$ cat config.mk
export PLATFORM = sky130hd
export DESIGN_NAME = uuid_text_parser
export DESIGN_NICKNAME = d
export VERILOG_FILES = /design/src/rtl/uuid_tp_pkg.sv /design/src/rtl/uuid_text_parser.sv
export SDC_FILE = /design/constraint.sdc
export NUM_CORES = 1
export LEC_CHECK = 0
export CAP_MARGIN = 20
export CORE_UTILIZATION = 35
export DETAILED_ROUTE_END_ITERATION = 10
export DONT_BUFFER_PORTS = 1
export GPL_TIMING_DRIVEN = 0
export HOLD_SLACK_MARGIN = 0.08
export PLACE_DENSITY_LB_ADDON = 0.15
export SYNTH_ARGS = -nofsm -noshare
export SYNTH_HDL_FRONTEND = slang
export SYNTH_SLANG_ARGS = --single-unit
$ cat constraint.sdc
create_clock -name i_clk -period 11.05 [get_ports i_clk]
set_clock_uncertainty 0.05 [all_clocks]
set_input_delay 2.7625 -clock i_clk [delete_from_list [all_inputs] [get_ports i_clk]]
set_output_delay 2.7625 -clock i_clk [all_outputs]
set_load 0.03 [all_outputs]
$ cat src/rtl/uuid_tp_pkg.sv
// Shared constants and decode functions for the UUID text parser.
`default_nettype none
package uuid_tp_pkg;

    localparam logic [7:0] CHAR_LBRACE = 8'h7B;
    localparam logic [7:0] CHAR_DASH   = 8'h2D;
    localparam logic [7:0] CHAR_RBRACE = 8'h7D;

    localparam logic [5:0] POS_LIMIT  = 6'd39;
    localparam logic [5:0] BRACED_LEN = 6'd38;
    localparam logic [5:0] PLAIN_LEN  = 6'd32;
    localparam logic [5:0] NO_SLOT    = 6'd32;

    localparam int NIBBLES = 32;

    typedef logic [3:0] t_nibble;

    typedef struct packed {
        logic    bad;
        t_nibble value;
    } t_hex;

    function automatic t_hex hex_decode(input logic [7:0] c);
        t_hex h;
        h.bad   = 1'b0;
        h.value = 4'd0;
        priority if (c >= 8'h30 && c <= 8'h39) begin
            h.value = 4'(c - 8'h30);
        end else if (c >= 8'h61 && c <= 8'h66) begin
            h.value = 4'(c - 8'h57);
        end else if (c >= 8'h41 && c <= 8'h46) begin
            h.value = 4'(c - 8'h37);
        end else begin
            h.bad = 1'b1;
        end
        return h;
    endfunction

    // Nibble slot of a hex position in the braced form, NO_SLOT for none.
    function automatic logic [5:0] braced_slot(input logic [5:0] p);
        logic [5:0] s;
        s = NO_SLOT;
        priority if (p >= 6'd1 && p <= 6'd8) begin
            s = p - 6'd1;
        end else if (p >= 6'd10 && p <= 6'd13) begin
            s = p - 6'd2;
        end else if (p >= 6'd15 && p <= 6'd18) begin
            s = p - 6'd3;
        end else if (p >= 6'd20 && p <= 6'd23) begin
            s = p - 6'd4;
        end else if (p >= 6'd25 && p <= 6'd36) begin
            s = p - 6'd5;
        end else begin
            s = NO_SLOT;
        end
        return s;
    endfunction

endpackage
`default_nettype wire

$ cat src/rtl/uuid_text_parser.sv
// Top level: UUID text parser, one character per transaction.
// Path: a final character passes the input register, then the result register.
// Throughput: one character per cycle; the position counter and nibble
// slot are written as each char advances. Output stalls hold only final chars.
// Reset (i_rst_n low, synchronous) clears position, form and error state.
`default_nettype none
module uuid_text_parser (
    input  wire logic         i_clk,
    input  wire logic         i_rst_n,
    input  wire logic         s_axis_tvalid,
    output logic              s_axis_tready,
    input  wire logic [7:0]   s_axis_tdata,   // [7:0] text_char
    input  wire logic         s_axis_tlast,   // last_char
    output logic              m_axis_tvalid,
    input  wire logic         m_axis_tready,
    output logic [127:0]      m_axis_tdata,   // [63:0] uuid_high, [127:64] uuid_low
    output logic              m_axis_tuser    // [0] uuid_ok
);

    // input register
    logic        r_s1_valid;
    logic [7:0]  r_s1_char;
    logic        r_s1_last;

    // parse state
    logic [5:0]  r_pos;
    logic        r_braced;
    logic        r_err;
    uuid_tp_pkg::t_nibble r_nib [uuid_tp_pkg::NIBBLES];

    // result register
    logic         r_out_valid;
    logic [127:0] r_out_data;
    logic         r_out_ok;

    logic        adv;
    logic        in_take;
    logic        braced;
    logic        err;
    logic [5:0]  slot;
    uuid_tp_pkg::t_hex hex;
    logic        wr_nib;
    logic        len_ok;
    logic        ok;
    logic [63:0] n_hi;
    logic [63:0] n_lo;

    // Non-final characters give no result, so only final ones wait on the output.
    assign adv     = r_s1_valid && (!r_s1_last || !r_out_valid || m_axis_tready);
    assign in_take = s_axis_tvalid && s_axis_tready;
    assign s_axis_tready = !r_s1_valid || adv;

    always_comb begin
        braced = (r_pos == 6'd0) ? (r_s1_char == uuid_tp_pkg::CHAR_LBRACE) : r_braced;
        err    = r_err;
        slot   = uuid_tp_pkg::NO_SLOT;
        hex    = uuid_tp_pkg::hex_decode(r_s1_char);
        if (braced) begin
            priority if (r_pos == 6'd0) begin
                slot = uuid_tp_pkg::NO_SLOT;
            end else if (r_pos == 6'd9 || r_pos == 6'd14 || r_pos == 6'd19
                         || r_pos == 6'd24) begin
                if (r_s1_char != uuid_tp_pkg::CHAR_DASH) err = 1'b1;
            end else if (r_pos == uuid_tp_pkg::BRACED_LEN - 6'd1) begin
                if (r_s1_char != uuid_tp_pkg::CHAR_RBRACE) err = 1'b1;
            end else if (r_pos >= uuid_tp_pkg::BRACED_LEN) begin
                err = 1'b1;
            end else begin
                slot = uuid_tp_pkg::braced_slot(r_pos);
            end
        end else begin
            if (r_pos >= uuid_tp_pkg::PLAIN_LEN) err = 1'b1;
            else slot = r_pos;
        end
        wr_nib = 1'b0;
        if (slot != uuid_tp_pkg::NO_SLOT) begin
            if (hex.bad) err = 1'b1;
            else wr_nib = 1'b1;
        end
        len_ok = braced ? (r_pos == uuid_tp_pkg::BRACED_LEN - 6'd1)
                        : (r_pos == uuid_tp_pkg::PLAIN_LEN - 6'd1);
        ok = len_ok && !err;
        // the current character's nibble takes part in its own result
        for (int i = 0; i < 16; i++) begin
            n_hi[63 - 4*i -: 4] = (wr_nib && slot[4:0] == 5'(i)) ? hex.value : r_nib[i];
            n_lo[63 - 4*i -: 4] = (wr_nib && slot[4:0] == 5'(i + 16))
                                  ? hex.value : r_nib[i + 16];
        end
    end

    always_ff @(posedge i_clk) begin
        if (!i_rst_n) begin
            r_s1_valid <= 1'b0;
        end else if (in_take) begin
            r_s1_valid <= 1'b1;
        end else if (adv) begin
            r_s1_valid <= 1'b0;
        end
    end

    always_ff @(posedge i_clk) begin
        if (in_take) begin
            r_s1_char <= s_axis_tdata;
            r_s1_last <= s_axis_tlast;
        end
    end

    always_ff @(posedge i_clk) begin
        if (!i_rst_n) begin
            r_pos    <= 6'd0;
            r_braced <= 1'b0;
            r_err    <= 1'b0;
        end else if (adv) begin
            if (r_s1_last) begin
                r_pos    <= 6'd0;
                r_braced <= 1'b0;
                r_err    <= 1'b0;
            end else begin
                r_pos    <= (r_pos < uuid_tp_pkg::POS_LIMIT) ? r_pos + 6'd1
                                                             : uuid_tp_pkg::POS_LIMIT;
                r_braced <= braced;
                r_err    <= err;
            end
        end
    end

    always_ff @(posedge i_clk) begin
        if (adv && wr_nib) begin
            r_nib[slot[4:0]] <= hex.value;
        end
    end

    always_ff @(posedge i_clk) begin
        if (!i_rst_n) begin
            r_out_valid <= 1'b0;
        end else if (adv && r_s1_last) begin
            r_out_valid <= 1'b1;
        end else if (m_axis_tready) begin
            r_out_valid <= 1'b0;
        end
    end

    always_ff @(posedge i_clk) begin
        if (adv && r_s1_last) begin
            r_out_data <= ok ? {n_lo, n_hi} : 128'd0;
            r_out_ok   <= ok;
        end
    end

    assign m_axis_tvalid = r_out_valid;
    assign m_axis_tdata  = r_out_data;
    assign m_axis_tuser  = r_out_ok;

`ifndef NO_ASSERTIONS
    a_pos_range: assert property (@(posedge i_clk) disable iff (!i_rst_n)
        r_pos <= uuid_tp_pkg::POS_LIMIT)
        else $error("position counter past its limit");

    a_bad_is_zero: assert property (@(posedge i_clk) disable iff (!i_rst_n)
        (r_out_valid && !r_out_ok) |-> (r_out_data == 128'd0))
        else $error("invalid result carries nonzero value");

    a_pos_cleared: assert property (@(posedge i_clk) disable iff (!i_rst_n)
        (adv && r_s1_last) |=> (r_pos == 6'd0 && !r_err && !r_braced))
        else $error("parse state not cleared after final character");

    a_no_overrun: assert property (@(posedge i_clk) disable iff (!i_rst_n)
        (r_out_valid && !m_axis_tready) |-> !(adv && r_s1_last))
        else $error("result overwritten while stalled");
`endif

endmodule
`default_nettype wire
==> results.ini <==
[timing]
setup_viol=0
rsz0062_at_grt=no
fmax_ghz=0.1629
finalWorstSetupSlack_ns=4.913
worst_pin_slew_ns=0.9443
min_period_ns=6.137
slew_headroom_pct=36.89
hold_viol=0
maxSlewViolCount=0
period_share_pct=55.54
final.setup.tns_ns=0

[placement]
dp_slack_ns=4.911
placed_area_sq_um=11920
placed_cells=1142
gp_congestion=0.8439
io_buffers=0
hpwl_mm=19.45

[synth]
ys.flop_type=edfxtp_1
ys_types=72
yosysWarnings=0
synth_edf_count=266
ys_ff_latch=276
synth_cells=735
ys_seq_area_share_pct=72.69
synth.avg_cell_area_sq_um=15.33
synth_area_sq_um=11260
async_reset_ff_share_pct=0
syn-num-nets=766

[clock_network]
cts_buffer_depth=3
holdBufCountCts=0
cts_root_buf=clkbuf_16
cts.sinks=276
cts_resized=0
clkLatencyLatePin_ns=0.55
cts_buffers=29
path_clk_slew_ns=0.06
cts_tree=built
htree_levels=1
post-cts-setup-buffers=0

[critical_path]
critPathKind=input pin to output pin
slowest_delay_ns=0.34
critPathLaunchType=input pin
crit_path_top_delay_cell=nand3_1
crit_chain=nor2b_1, nand3_1
crit_path_end_kind=output pin
crit_fanout=4
cp_top_family=simple AND/OR/NAND/NOR gates
path_buf_inv=0
crit_required_ns=8.24
cp.arrival_ns=3.32

[grt]
overflow=0
grt_pass1_vias=6504
grt_max_degree=75
grt_pass1_wl_mm=41.99
track_usage_pct=17.07
antenna_found_initial=0

[pwr]
p_leak_uw=0.004099
ir_drop_mv=0.1427
powerDensity_nw_per_um2=166.2

[layout]
fin_area_sq_um=12830
n_antenna_cell=0
areaGrowthSynthToFinish_pct=13.87
drive_above_1_share_pct=10.10
fin_util_pct=40.55
layout.nets=803
layout.cells.non_filler=1194

[route]
drcViolationCount=0
highest_layer=met4
ant_nets=0
drt_first_iter_violations=438
dr_total_vias=6311
wirelength_mm=27.92
routedWlPerCell_um=23.39
drtPass1Iterations=5
met2_length_mm=12.41
m1WireLength_mm=12.99
route.met3.wl_mm=1.676
viasPerCell=5.286

[floorplan]
row_count=65
dieArea_sq_um=32910
start_util_pct=35.61
die_height_um=181.4
num_io_pins=144
die_w_um=181.4
core_sq_um=31640

[run]
cap_violations=0

[min_path]
hp-class=flip-flop to flip-flop

[outcome]
status=complete, no violations

per-stage QoR:
step / total power [uW] / hold WS [ns]
floorplan: 1207 / 0.4192
global placement: 1223 / 0.4565
detailed placement: 1225 / 0.4442
CTS: 2152 / 0.4579
global route: 2195 / 0.4865
finish: 2131 / 0.4497
cells in the final DEF (no fill, tap or decap), types with 7 or more instances in the layout:
master	netlist	layout
o21ai_0	12	11
nor3b_1	131	131
ha_1	18	18
nor2b_1	8	8
nand3_1	10	10
clkbuf_1	37	42
nor2_1	49	49
nor3_1	7	7
nand2_1	17	17
inv_1	20	19
a21oi_1	16	16
clkbuf_16	0	29
dfxtp_1	10	10
edfxtp_1	266	266
state kept, by name, indices dropped and copies added, names as in the netlist:
register       count
r_s1_char          8
r_err              1
m_axis_tdata     128
r_braced           1
m_axis_tuser       1
r_s1_valid         1
r_nib            128
r_pos              6
m_axis_tvalid      1
r_s1_last          1
metal layers:
metal / vias to the layer above / track usage [%]
li1: 2907 / -
met1: 3143 / 23.94
met2: 212 / 26.40
met3: 49 / 3.510
met4: 0 / 5.763
met5: - / 0
cells in the mapped netlist, types with 4 or more instances:
cell / count / area (sq um)
a211oi_1: 6 / 45.04
dfxtp_1: 10 / 200.2
nand2b_1: 6 / 37.54
inv_1: 20 / 75.07
clkbuf_1: 37 / 138.9
buf_2: 5 / 25.02
a21boi_0: 4 / 30.03
nor3_1: 7 / 35.03
a31oi_1: 6 / 37.54
nand3_1: 10 / 50.05
nor4b_1: 4 / 35.03
nor2b_1: 8 / 50.05
nand3b_1: 4 / 30.03
xnor2_1: 6 / 52.55
and2_1: 6 / 37.54
nor2_1: 49 / 183.9
nor3b_1: 131 / 983.4
edfxtp_1: 266 / 7988
ha_1: 18 / 225.2
o21ai_0: 12 / 60.06
or2_2: 4 / 25.02
a21oi_1: 16 / 80.08
o211a_1: 4 / 40.04
a2111oi_1: 4 / 40.04
nand2_1: 17 / 63.81
o31ai_1: 7 / 52.55
or3b_2: 4 / 35.03
cells by family (layout without fill, tap and decap cells):
kind of cell,count (synthesis),after routing,share of synthesized area (%)
and+or+nand+nor,267,267,15.20
buffers and inverters,66,123,2.421
muxes,1,1,0.08886
xor gates and xnor gates,6,6,0.4665
DFF,276,276,72.69
AOI/OAI and AO/OA,101,101,7.142
adders and majority gates,18,18,1.999
path summary, 6_finish.rpt:
check                                   start                to  slack (ns)  cells after the start
worst max register to register       r_pos[2]  m_axis_tdata[64]        5.70                     10
worst min-delay path                    r_err             r_err        0.45                      1
worst min register to register          r_err             r_err        0.45                      1
worst max-delay path            m_axis_tready     s_axis_tready        4.91                      2
area by class of cell:
| class | count | area [sq um] |
|---|---|---|
| Fill cell | 2870 | 18810 |
| Sequential cell | 276 | 8188 |
| Multi-Input combinational cell | 393 | 2829 |
| Clock buffer | 34 | 744.5 |
| Tap cell | 402 | 503.0 |
| Buffer | 46 | 197.7 |
| Clock inverter | 17 | 155.1 |
| Timing Repair Buffer | 6 | 130.1 |
| Inverter | 20 | 80.08 |
where the power goes:
| part | internal (uW) | switching [uW] | leakage, uW | total, uW |
|---|---|---|---|---|
| Sequential | 1150 | 10.2 | 0.00272 | 1160 |
| Clock | 529 | 400 | 0.000436 | 929 |
| Combinational | 11.5 | 35.2 | 0.000938 | 46.7 |
No activity file was read; power rests on OpenSTA's default activity.
